File: config.mk
export PLATFORM = sky130hd
export DESIGN_NAME = isolated_mark_detector_unit
export DESIGN_NICKNAME = d
export VERILOG_FILES = /design/src/imd_pkg.sv /design/src/isolated_mark_detector_unit.sv /design/src/imd_line_buf.sv
export SDC_FILE = /design/constraint.sdc
export NUM_CORES = 2
export LEC_CHECK = 0
export BUFFER_PORTS_ARGS = -buffer_cell sky130_fd_sc_hd__clkbuf_2
export CAP_MARGIN = 5
export CORE_MARGIN = 10
export CORE_UTILIZATION = 60
export CTS_CLUSTER_DIAMETER = 30
export DETAILED_ROUTE_END_ITERATION = 8
export PLACE_DENSITY = 0.83
export SETUP_SLACK_MARGIN = 0.05
export SYNTH_ARGS = -nofsm -noshare
export SYNTH_HDL_FRONTEND = slang
export SYNTH_HIERARCHICAL = 1
export SYNTH_SLANG_ARGS = --single-unit
File: constraint.sdc
create_clock -name clk -period 132.2 [get_ports clk]
set_input_delay 13.22 -clock clk [delete_from_list [all_inputs] [get_ports clk]]
set_output_delay 13.22 -clock clk [all_outputs]
set_load 0.01 [all_outputs]
File: src/imd_pkg.sv
// Shared types and constants of the isolated mark detector.
// Holds configuration register indexes, field widths and the line buffer control bundle.
// No dependencies.
package imd_pkg;

	// Field widths fixed by the register map and the stream payloads
	localparam int WIDTH_REG_W  = 11;
	localparam int HEIGHT_REG_W = 13;
	localparam int CFG_DATA_W   = 13;
	localparam int CFG_INDEX_W  = 1;
	localparam int TDATA_W      = 8;

	// Configuration register indexes
	localparam logic [CFG_INDEX_W-1:0] REG_IMAGE_WIDTH  = 1'b0;
	localparam logic [CFG_INDEX_W-1:0] REG_IMAGE_HEIGHT = 1'b1;

	// Line buffer control: one read strobe, one write per bit plane
	typedef struct packed {
		logic rd_en;
		logic mark_we;
		logic mark_wdata;
		logic pend_we;
		logic pend_wdata;
	} lb_ctl_t;

endpackage

File: src/isolated_mark_detector_unit.sv
// Top level of the isolated mark detector: raster pixel stream in, one verdict per image out.
// Depends on imd_pkg and imd_line_buf.
//
//   channel   dir  payload                         transfer when
//   s_axis    in   tdata[0] marked                 s_axis_tvalid & s_axis_tready
//   m_axis    out  tdata[0] all_connected          m_axis_tvalid & m_axis_tready
//   cfg       in   cfg_index, cfg_data             cfg_valid & cfg_ready
//
// One pixel per cycle while the input is not stalled. A pixel is registered with its line
// buffer read at the input transfer and retired as stage 1 advances; the verdict lands in
// the output register as the last pixel retires. Input stalls only while the last pixel
// of an image waits on a full output register. The line buffer is not cleared at reset:
// every entry is written by a row before the next row reads it. cfg_ready is always high.
module isolated_mark_detector_unit import imd_pkg::*; #(
	parameter int MAX_WIDTH  = 1024,
	parameter int MAX_HEIGHT = 4096
) (
	input  logic                   clk,
	input  logic                   arst_n,
	input  logic                   s_axis_tvalid,
	output logic                   s_axis_tready,
	input  logic [TDATA_W-1:0]     s_axis_tdata,   // [0] marked, [7:1] unused
	output logic                   m_axis_tvalid,
	input  logic                   m_axis_tready,
	output logic [TDATA_W-1:0]     m_axis_tdata,   // [0] all_connected, [7:1] zero
	input  logic                   cfg_valid,
	output logic                   cfg_ready,
	input  logic [CFG_INDEX_W-1:0] cfg_index,
	input  logic [CFG_DATA_W-1:0]  cfg_data
);

	localparam int CW = $clog2(MAX_WIDTH);
	localparam int RW = (MAX_HEIGHT > 1) ? $clog2(MAX_HEIGHT) : 1;

	// Configuration: stored as clamped last column and last row
	logic [CW-1:0] w_last_q;
	logic [RW-1:0] h_last_q;
	logic [CW-1:0] w_last_d;
	logic [RW-1:0] h_last_d;
	logic [WIDTH_REG_W-1:0]  w_in;
	logic [HEIGHT_REG_W-1:0] h_in;
	logic cfg_wr;
	logic single_pix;

	// Position of the next pixel
	logic [CW-1:0] col_q;
	logic [RW-1:0] row_q;
	logic in_xfer;
	logic in_last_col;
	logic in_last_row;

	// Stage 1: pixel with its line buffer read
	logic          valid_s1;
	logic          m_s1;
	logic [CW-1:0] col_s1;
	logic          first_col_s1;
	logic          first_row_s1;
	logic          last_col_s1;
	logic          last_row_s1;
	logic          last_s1;
	logic          adv_s1;
	logic          proc;

	// Neighbour state
	logic left_mark_q;
	logic left_pend_q;
	logic edge_pend_q;
	logic failure_q;
	logic mark_rd;
	logic pend_rd;
	logic up;
	logic up_pend;
	logic left_final;
	logic cur_pend;
	logic fail_now;
	lb_ctl_t lb_ctl;

	// Verdict register
	logic out_valid_q;
	logic out_pass_q;

	assign cfg_ready  = 1'b1;
	assign cfg_wr     = cfg_valid && cfg_ready;
	assign w_in       = cfg_data[WIDTH_REG_W-1:0];
	assign h_in       = cfg_data[HEIGHT_REG_W-1:0];
	assign single_pix = (w_last_q == '0) && (h_last_q == '0);

	// Clamp written sizes into the supported range
	always_comb begin
		if (w_in == '0) begin
			w_last_d = '0;
		end else if (32'(w_in) > MAX_WIDTH) begin
			w_last_d = CW'(MAX_WIDTH - 1);
		end else begin
			w_last_d = CW'(w_in - 1'b1);
		end
		if (h_in == '0) begin
			h_last_d = '0;
		end else if (32'(h_in) > MAX_HEIGHT) begin
			h_last_d = RW'(MAX_HEIGHT - 1);
		end else begin
			h_last_d = RW'(h_in - 1'b1);
		end
	end

	always_ff @(posedge clk or negedge arst_n) begin
		if (!arst_n) begin
			w_last_q <= '0;
			h_last_q <= '0;
		end else if (cfg_wr) begin
			case (cfg_index)
				REG_IMAGE_WIDTH:  w_last_q <= w_last_d;
				REG_IMAGE_HEIGHT: h_last_q <= h_last_d;
				default: ;
			endcase
		end
	end

	// Handshake: stage 1 retires unless its verdict has nowhere to go
	assign last_s1       = last_col_s1 && last_row_s1;
	assign adv_s1        = !(last_s1 && out_valid_q && !m_axis_tready);
	assign proc          = valid_s1 && adv_s1;
	assign s_axis_tready = !valid_s1 || adv_s1;
	assign in_xfer       = s_axis_tvalid && s_axis_tready;
	assign in_last_col   = (col_q == w_last_q);
	assign in_last_row   = (row_q == h_last_q);

	// Advance the raster position at each input transfer
	always_ff @(posedge clk or negedge arst_n) begin
		if (!arst_n) begin
			col_q <= '0;
			row_q <= '0;
		end else if (cfg_wr) begin
			col_q <= '0;
			row_q <= '0;
		end else if (in_xfer) begin
			if (in_last_col) begin
				col_q <= '0;
				row_q <= in_last_row ? '0 : row_q + 1'b1;
			end else begin
				col_q <= col_q + 1'b1;
			end
		end
	end

	always_ff @(posedge clk or negedge arst_n) begin
		if (!arst_n) begin
			valid_s1 <= 1'b0;
		end else if (in_xfer) begin
			valid_s1 <= 1'b1;
		end else if (proc) begin
			valid_s1 <= 1'b0;
		end
	end

	always_ff @(posedge clk) begin
		if (in_xfer) begin
			m_s1         <= s_axis_tdata[0];
			col_s1       <= col_q;
			first_col_s1 <= (col_q == '0);
			first_row_s1 <= (row_q == '0);
			last_col_s1  <= in_last_col;
			last_row_s1  <= in_last_row;
		end
	end

	// Neighbour checks for the pixel in stage 1
	always_comb begin
		up         = !first_row_s1 && mark_rd;
		up_pend    = !first_row_s1 && (last_col_s1 ? edge_pend_q : pend_rd);
		left_final = left_pend_q && !m_s1;
		cur_pend   = m_s1 && !up && !left_mark_q;
		fail_now   = (up_pend && !m_s1) || (last_row_s1 && left_final) ||
		             (last_s1 && cur_pend);
	end

	// Line buffer: read at input transfer, write as stage 1 retires
	always_comb begin
		lb_ctl.rd_en      = in_xfer;
		lb_ctl.mark_we    = proc;
		lb_ctl.mark_wdata = m_s1;
		lb_ctl.pend_we    = proc && !first_col_s1 && !last_row_s1;
		lb_ctl.pend_wdata = left_final;
	end

	imd_line_buf #(
		.DEPTH (MAX_WIDTH)
	) u_line_buf (
		.clk        (clk),
		.ctl        (lb_ctl),
		.rd_addr    (col_q),
		.mark_waddr (col_s1),
		.pend_waddr (col_s1 - 1'b1),
		.mark_rd    (mark_rd),
		.pend_rd    (pend_rd)
	);

	// Update left pixel, last column pending flag and failure flag
	always_ff @(posedge clk or negedge arst_n) begin
		if (!arst_n) begin
			left_mark_q <= 1'b0;
			left_pend_q <= 1'b0;
			edge_pend_q <= 1'b0;
			failure_q   <= 1'b0;
		end else if (cfg_wr) begin
			left_mark_q <= 1'b0;
			left_pend_q <= 1'b0;
			failure_q   <= 1'b0;
		end else if (proc) begin
			left_mark_q <= last_col_s1 ? 1'b0 : m_s1;
			left_pend_q <= last_col_s1 ? 1'b0 : cur_pend;
			if (last_col_s1 && !last_row_s1) begin
				edge_pend_q <= cur_pend;
			end
			failure_q <= last_s1 ? 1'b0 : (failure_q || fail_now);
		end
	end

	// Hold the verdict until the downstream transfer
	always_ff @(posedge clk or negedge arst_n) begin
		if (!arst_n) begin
			out_valid_q <= 1'b0;
		end else if (proc && last_s1) begin
			out_valid_q <= 1'b1;
		end else if (m_axis_tready) begin
			out_valid_q <= 1'b0;
		end
	end

	always_ff @(posedge clk) begin
		if (proc && last_s1) begin
			out_pass_q <= !(failure_q || fail_now) && !single_pix;
		end
	end

	assign m_axis_tvalid = out_valid_q;
	assign m_axis_tdata  = {{(TDATA_W-1){1'b0}}, out_pass_q};

	// Input stalls only behind a waiting verdict
	a_stall_cause: assert property (@(posedge clk) disable iff (!arst_n)
		!s_axis_tready |-> (valid_s1 && last_s1 && out_valid_q))
		else $error("input stalled without a waiting verdict");

	// Column position never passes the last column in use
	a_col_range: assert property (@(posedge clk) disable iff (!arst_n)
		col_q <= w_last_q)
		else $error("column position beyond image width");

	// A single pixel image always fails
	a_single_fail: assert property (@(posedge clk) disable iff (!arst_n)
		(proc && last_s1 && single_pix) |=> !out_pass_q)
		else $error("single pixel image passed");

endmodule

File: src/imd_line_buf.sv
// Line buffer of the isolated mark detector: one row of marks and of pending flags.
// Registered reads with same-edge write forwarding. Depends on imd_pkg.
module imd_line_buf import imd_pkg::*; #(
	parameter int DEPTH = 1024,
	localparam int AW = $clog2(DEPTH)
) (
	input  logic          clk,
	input  lb_ctl_t       ctl,
	input  logic [AW-1:0] rd_addr,
	input  logic [AW-1:0] mark_waddr,
	input  logic [AW-1:0] pend_waddr,
	output logic          mark_rd,
	output logic          pend_rd
);

	logic mark_mem [DEPTH];
	logic pend_mem [DEPTH];
	logic mark_mem_q;
	logic pend_mem_q;
	logic mark_byp_q;
	logic mark_byp_val_q;
	logic pend_byp_q;
	logic pend_byp_val_q;

	// Write the bit planes and read both at the requested column
	always_ff @(posedge clk) begin
		if (ctl.mark_we) begin
			mark_mem[mark_waddr] <= ctl.mark_wdata;
		end
		if (ctl.pend_we) begin
			pend_mem[pend_waddr] <= ctl.pend_wdata;
		end
		if (ctl.rd_en) begin
			mark_mem_q <= mark_mem[rd_addr];
			pend_mem_q <= pend_mem[rd_addr];
		end
	end

	// Capture a write that lands on the read column in the same edge
	always_ff @(posedge clk) begin
		if (ctl.rd_en) begin
			mark_byp_q     <= ctl.mark_we && (mark_waddr == rd_addr);
			mark_byp_val_q <= ctl.mark_wdata;
			pend_byp_q     <= ctl.pend_we && (pend_waddr == rd_addr);
			pend_byp_val_q <= ctl.pend_wdata;
		end
	end

	assign mark_rd = mark_byp_q ? mark_byp_val_q : mark_mem_q;
	assign pend_rd = pend_byp_q ? pend_byp_val_q : pend_mem_q;

endmodule

## Word level (Yosys, flattened, before mapping)

Memories as Yosys holds them, arrays and structs flattened. A register that Yosys moved wholly into a read port is not among the register bits.
Cells that the tools add are included.

- Output and inout port bits: 11
- Register bits: 70
- Memories: 2
- Bits in writable memories: 2048
- Word-level logic and storage cells: 118
- Input port bits: 27

- Bitwise operators: 2
- Eq/ne operators: 4
- Add/subtract/negate cells: 5
- Reductions and logical operators: 51
- Multiplexer cells: 31
- Order comparisons: 2

Memories:

| name | words | bits a word | rd ports | clocked after Yosys merged registers in | wr ports | line | RTL |
|---|---|---|---|---|---|---|---|
| u_line_buf.mark_mem | 1024 | 1 | 1 | 1 | 1 | imd_line_buf.sv:16 | `logic mark_mem [DEPTH];` |
| u_line_buf.pend_mem | 1024 | 1 | 1 | 1 | 1 | imd_line_buf.sv:17 | `logic pend_mem [DEPTH];` |

Operator list:

| cell | number |
|---|---|
| 12-bit two-way mux | 6 |
| 10-bit two-way mux | 5 |
| 10-bit equality test | 3 |
| 12-bit logical NOT | 2 |
| 1-bit logical AND | 21 |
| 10-bit logical NOT | 2 |
| 1-bit two-way mux | 20 |
| 10-bit by 1-bit subtractor with 10-bit output, second input constant | 2 |
| 13-bit > comparator, second input constant | 1 |
| 13-bit logical NOT | 1 |
| 12-bit by 1-bit adder with 12-bit output, second input constant | 1 |
| 12-bit equality test | 1 |
| 12-bit by 1-bit subtractor with 12-bit output, second input constant | 1 |
| 11-bit > comparator, second input constant | 1 |
| 1-bit logical NOT | 11 |
| 11-bit logical NOT | 1 |
| 10-bit by 1-bit adder with 10-bit output, second input constant | 1 |
| 2-bit nonzero test | 5 |
| 2-bit AND reduction | 3 |
| 1-bit logical OR | 4 |
| 3-bit AND reduction | 1 |
| 1-bit inverter | 2 |

## Depth between registers and ports, before layout

- Depth after elaboration: 11
- Mapped depth: 14
- Gate-level depth less buffers: 9

## Modules after synthesis

Netlist, hierarchy kept.

Modules (own cells, without submodules):

| module | area an instance (µm²) | cells each | instances | seq. area each (µm²) |
|---|---|---|---|---|
| imd_line_buf | 89759.8 | 6239 | 1 | 61679.2 |
| isolated_mark_detector_unit | 3900.0 | 405 | 1 | 1731.7 |

## Worst setup path after synthesis

Ideal clock, no wire load.

- Path kind: register to register
- Start: register m_s1
- End: register u_line_buf.pend_byp_val_q, data pin
- Library setup time: 11.907 ns
- Period minus slack after synthesis: 104.027 ns
- Stages on the path, launching flop included: 2
- Buffers on the path: 0
- Data required time: 120.293 ns
- Slack: 28.173 ns
- Arrival: 92.120 ns
- Path through: edfxtp_1 -> nor2b_1

RTL lines:

| item | line | RTL |
|---|---|---|
| start, declared | isolated_mark_detector_unit.sv:54 | `logic m_s1;` |
| start signal, assigned | isolated_mark_detector_unit.sv:158 | `m_s1 <= s_axis_tdata[0];` |
| end signal, assigned | imd_line_buf.sv:45 | `pend_byp_val_q <= ctl.pend_wdata;` |
| end, declared | imd_line_buf.sv:23 | `logic pend_byp_val_q;` |

## Final worst setup path

- Start: input port m_axis_tready
- End: output port s_axis_tready

- Word-level cells in the longest chain between the ends: 4

RTL lines:

| item | line | RTL |
|---|---|---|
| start, declared | isolated_mark_detector_unit.sv:24 | `input logic m_axis_tready,` |
| 1-bit logical NOT | isolated_mark_detector_unit.sv:121 | `assign adv_s1 = !(last_s1 && out_valid_q && !m_axis_tready);` |
| 1-bit logical AND | isolated_mark_detector_unit.sv:121 |  |
| 1-bit logical NOT | isolated_mark_detector_unit.sv:121 |  |
| 1-bit logical OR | isolated_mark_detector_unit.sv:123 | `assign s_axis_tready = !valid_s1 \|\| adv_s1;` |
| end, declared | isolated_mark_detector_unit.sv:21 | `output logic s_axis_tready,` |

No other way between the ends.

==> run_summary.xml <==
<?xml version="1.0" encoding="UTF-8"?>
<metrics>
  <group name="synthesis">
    <metric name="post_synth_fa_ha_maj_area_fraction" unit="">0.000935</metric>
    <metric name="number_of_synthesized_flops_with_an_enable_pin" unit="">2070</metric>
    <metric name="synth_compound_area_frac" unit="">0.0362</metric>
    <metric name="yosys.cell_types.count" unit="">88</metric>
    <metric name="synth_simple_gate_area_share" unit="">0.113</metric>
    <metric name="synthesis.yosys.warnings" unit="">6</metric>
    <metric name="synth_sequential_area_ratio" unit="">0.677</metric>
    <metric name="async_flop_share" unit="">0.0236</metric>
    <metric name="synth_area" unit="um^2">93700</metric>
    <metric name="xor_and_xnor_area_share_after_synthesis" unit="">0.00561</metric>
    <metric name="muxShareOfSynthArea" unit="">0.129</metric>
    <metric name="synth_area_per_cell" unit="um^2">14.1</metric>
    <metric name="dominantRegCellSynth" unit="">edfxtp_1</metric>
    <metric name="combinational_family_with_the_most_area_after_synthesis" unit="">multiplexers</metric>
    <metric name="yosys_register_bits" unit="">2120</metric>
    <metric name="syn_inst" unit="">6644</metric>
  </group>
  <group name="finish">
    <metric name="fill_cell_instance_count_of_the_final_layout" unit="">8951</metric>
    <metric name="nets" unit="">6574</metric>
    <metric name="drive_above_1_share" unit="">0.184</metric>
    <metric name="utilization" unit="">0.689</metric>
    <metric name="finalNonFillerCells" unit="">8875</metric>
    <metric name="commonest_cells_after_routing_fill_and_taps_aside" unit="">nor2_1, edfxtp_1, mux4_2</metric>
    <metric name="areaGrowthSynthToFinish" unit="%">13.8</metric>
    <metric name="mostFrequentLayoutCell" unit="">nor2_1</metric>
  </group>
  <group name="route">
    <metric name="routed_wl" unit="mm">278</metric>
    <metric name="wl_met3" unit="mm">41.2</metric>
    <metric name="m1WireLength" unit="mm">85.9</metric>
    <metric name="avgViaCountPerCell" unit="">7.00</metric>
    <metric name="ant_nets" unit="">0</metric>
    <metric name="drt_first_pass_iters" unit="">7</metric>
    <metric name="dr.first_iter.drc_count" unit="">11600</metric>
    <metric name="highest-signal-layer" unit="">met5</metric>
    <metric name="post-route-drc-count" unit="">0</metric>
    <metric name="num_vias" unit="">62100</metric>
    <metric name="route.met2.wl" unit="mm">128</metric>
    <metric name="wl_per_cell" unit="um">31.3</metric>
  </group>
  <group name="placement">
    <metric name="io_buffers" unit="">22</metric>
    <metric name="place_congestion" unit="">0.828</metric>
    <metric name="numPlacedInstances" unit="">8220</metric>
    <metric name="placement.setup.worst_slack" unit="ns">105.16</metric>
    <metric name="dp_hpwl" unit="mm">129</metric>
  </group>
  <group name="power">
    <metric name="internal_power" unit="mW">1.37</metric>
    <metric name="switching_power" unit="mW">0.383</metric>
    <metric name="portion_of_total_power_attributed_to_combinational_logic" unit="">0.038</metric>
    <metric name="p_leak" unit="nW">32.2</metric>
    <metric name="cellPowerDensity" unit="nW/um^2">16.5</metric>
    <metric name="power.share.switching" unit="">0.218</metric>
    <metric name="p_total" unit="mW">1.76</metric>
    <metric name="pwr-share-clk" unit="">0.541</metric>
    <metric name="share_seq_of_total_power" unit="">0.422</metric>
    <metric name="ir_drop" unit="mV">0.0181</metric>
  </group>
  <group name="clocking">
    <metric name="cts_clk_pin_slew_worst_paths" unit="ns">0.05</metric>
    <metric name="max-clock-path-buffers" unit="">4</metric>
    <metric name="post-cts-setup-buffers" unit="">0</metric>
    <metric name="tritoncts" unit="">built</metric>
    <metric name="postCtsResizedCells" unit="">0</metric>
    <metric name="worstSkewPairLatency" unit="ns">0.97</metric>
    <metric name="holdBufCountCts" unit="">0</metric>
    <metric name="cts_htree_levels" unit="">5</metric>
    <metric name="clk_root_buffer_cell" unit="">clkbuf_16</metric>
    <metric name="cts_sinks" unit="">2120</metric>
    <metric name="cts_buffers" unit="">362</metric>
  </group>
  <group name="floorplanning">
    <metric name="design.portCount" unit="">38</metric>
    <metric name="die_height" unit="um">415</metric>
    <metric name="rows" unit="">144</metric>
    <metric name="initial_core_utilization" unit="">0.606</metric>
    <metric name="fp.dieArea" unit="um^2">172000</metric>
    <metric name="dieWidth" unit="um">415</metric>
    <metric name="floorplan.core_area" unit="um^2">155000</metric>
  </group>
  <group name="timing">
    <metric name="report.final.setup_viol" unit="">0</metric>
    <metric name="final_critical_path_setup_slack" unit="ns">105.15</metric>
    <metric name="final-hold-violation-count" unit="">0</metric>
    <metric name="worst_margin_slew" unit="ns">1.45</metric>
    <metric name="report.final.slew_viol_count" unit="">0</metric>
    <metric name="setup-tns-final" unit="ns">0</metric>
    <metric name="rsz_0062_raised_after_global_routing" unit="">no</metric>
    <metric name="post-route-min-period" unit="ns">27.05</metric>
    <metric name="finClkSkew" unit="ns">0.0844</metric>
    <metric name="worst_slew_margin_relative_to_its_limit" unit="">0.0285</metric>
    <metric name="min_period_over_period" unit="">0.205</metric>
    <metric name="max_clock_freq" unit="MHz">37.0</metric>
  </group>
  <group name="critical_path">
    <metric name="timing.critical_path.arrival" unit="ns">13.83</metric>
    <metric name="logic_depth_of_the_worst_register_to_register_path" unit="">11</metric>
    <metric name="worstPathRequired" unit="ns">118.98</metric>
    <metric name="critical_path.max_fanout" unit="">3</metric>
    <metric name="worst_setup_path_start_kind" unit="">primary input</metric>
    <metric name="criticalPathCategory" unit="">primary input to primary output</metric>
    <metric name="crit_path_end_kind" unit="">primary output</metric>
  </group>
  <group name="global_routing">
    <metric name="antenna_found_initial" unit="">7</metric>
    <metric name="grt_first_pass_wirelength" unit="mm">404</metric>
    <metric name="grt_max_degree" unit="">320</metric>
    <metric name="global_route.overflow_total" unit="">0</metric>
    <metric name="track_usage" unit="">0.315</metric>
    <metric name="grt_pass1_vias" unit="">63300</metric>
  </group>
  <group name="min_path">
    <metric name="whs_path_depth" unit="">1</metric>
    <metric name="hold_path_class" unit="">flop to flop</metric>
  </group>
  <group name="job">
    <metric name="max_cap_viol_count" unit="">0</metric>
  </group>
  <group name="outcome">
    <metric name="outcome" unit="">finished, final reports clean</metric>
  </group>
</metrics>
-- routing by layer --
metal  up-vias  GRT usage
met5         -          0
met1     30300      0.383
met3      1566     0.0877
met4        10      0.213
li1      24300          -
met2      5851      0.492
-- cell usage after synthesis, types with 31 or more instances --
| library cell | n | area share |
|---|---|---|
| clkbuf_1 | 371 | 0.015 |
| buf_2 | 56 | 0.0030 |
| mux2i_1 | 262 | 0.028 |
| o221ai_1 | 88 | 0.0082 |
| nor2_1 | 2118 | 0.085 |
| edfxtp_1 | 2070 | 0.66 |
| o22ai_1 | 66 | 0.0044 |
| buf_6 | 37 | 0.0044 |
| a22oi_1 | 48 | 0.0038 |
| buf_1 | 106 | 0.0042 |
| nand3_1 | 56 | 0.0030 |
| xnor2_1 | 39 | 0.0036 |
| o21ai_0 | 45 | 0.0024 |
| mux4_2 | 389 | 0.094 |
| inv_1 | 31 | 0.0012 |
| a21oi_1 | 99 | 0.0053 |
| dfrtp_1 | 50 | 0.013 |
| nor3_1 | 65 | 0.0035 |
| nand2_1 | 222 | 0.0089 |
-- final cells by class --
type	instances	area, um^2	area share
Clock inverter	246	2890	0.0271
Antenna cell	5	12.5	0.000117
Timing Repair Buffer	159	1200	0.0113
Tap cell	2044	2560	0.0240
Multi-Input combinational cell	3863	27000	0.253
Clock buffer	404	9350	0.0878
Sequential cell	2120	63400	0.595
Inverter	34	131	0.00123
-- power groups by stage --
| stage | combinational, mW | sequential, mW | clock, mW |
|---|---|---|---|
| after floorplan | 0.0488 | 0.770 | 0 |
| after global placement | 0.0611 | 0.753 | 0 |
| after detailed placement | 0.0625 | 0.753 | 0 |
| after CTS | 0.0643 | 0.740 | 0.949 |
| after global routing | 0.0688 | 0.740 | 0.980 |
| final | 0.0659 | 0.740 | 0.949 |
-- state kept, by name, indices dropped and copies added, names as in the netlist, 10 cells and up --
name / count
col_s1: 10
col_q: 10
row_q: 12
w_last_q: 10
u_line_buf/mark_mem: 1024
u_line_buf/pend_mem: 1024
h_last_q: 12
-- kinds of logic after synthesis --
group	count (synthesis)
AND/OR/NAND/NOR	2628
flip-flops	2120
multiplexers	681
buffers and inverters	667
AO/OA/AOI/OAI	479
XOR/XNOR	60
adder cells (fa/ha/maj)	7
other	2
-- per-stage QoR --
| stage | instance area [um^2] | hold slack [ns] |
|---|---|---|
| after global routing | 107000 | 0.551 |
| after floorplan | 93700 | 0.436 |
| after CTS | 107000 | 0.532 |
| final | 107000 | 0.529 |
| after global placement | 94300 | 0.492 |
| after detailed placement | 94300 | 0.519 |
-- worst max-delay path: stages --
cell      delay (ns)
clkbuf_2        0.09
and4b_1         0.25
nand2_1         0.11
clkbuf_2        0.16
-- worst paths after layout --
path / from / endpoint / slack (ns)
min in group asynchronous: arst_n / w_last_q[4] / 12.41
max in group asynchronous: arst_n / col_q[1] / 119.26
hold reg to reg: edge_pend_q / edge_pend_q / 0.53
setup / recovery: m_axis_tready / s_axis_tready / 105.15
hold / removal: edge_pend_q / edge_pend_q / 0.53
setup reg to reg: col_q[0] / u_line_buf/mark_mem_q / 125.48
(Power assumes the default switching activity.)
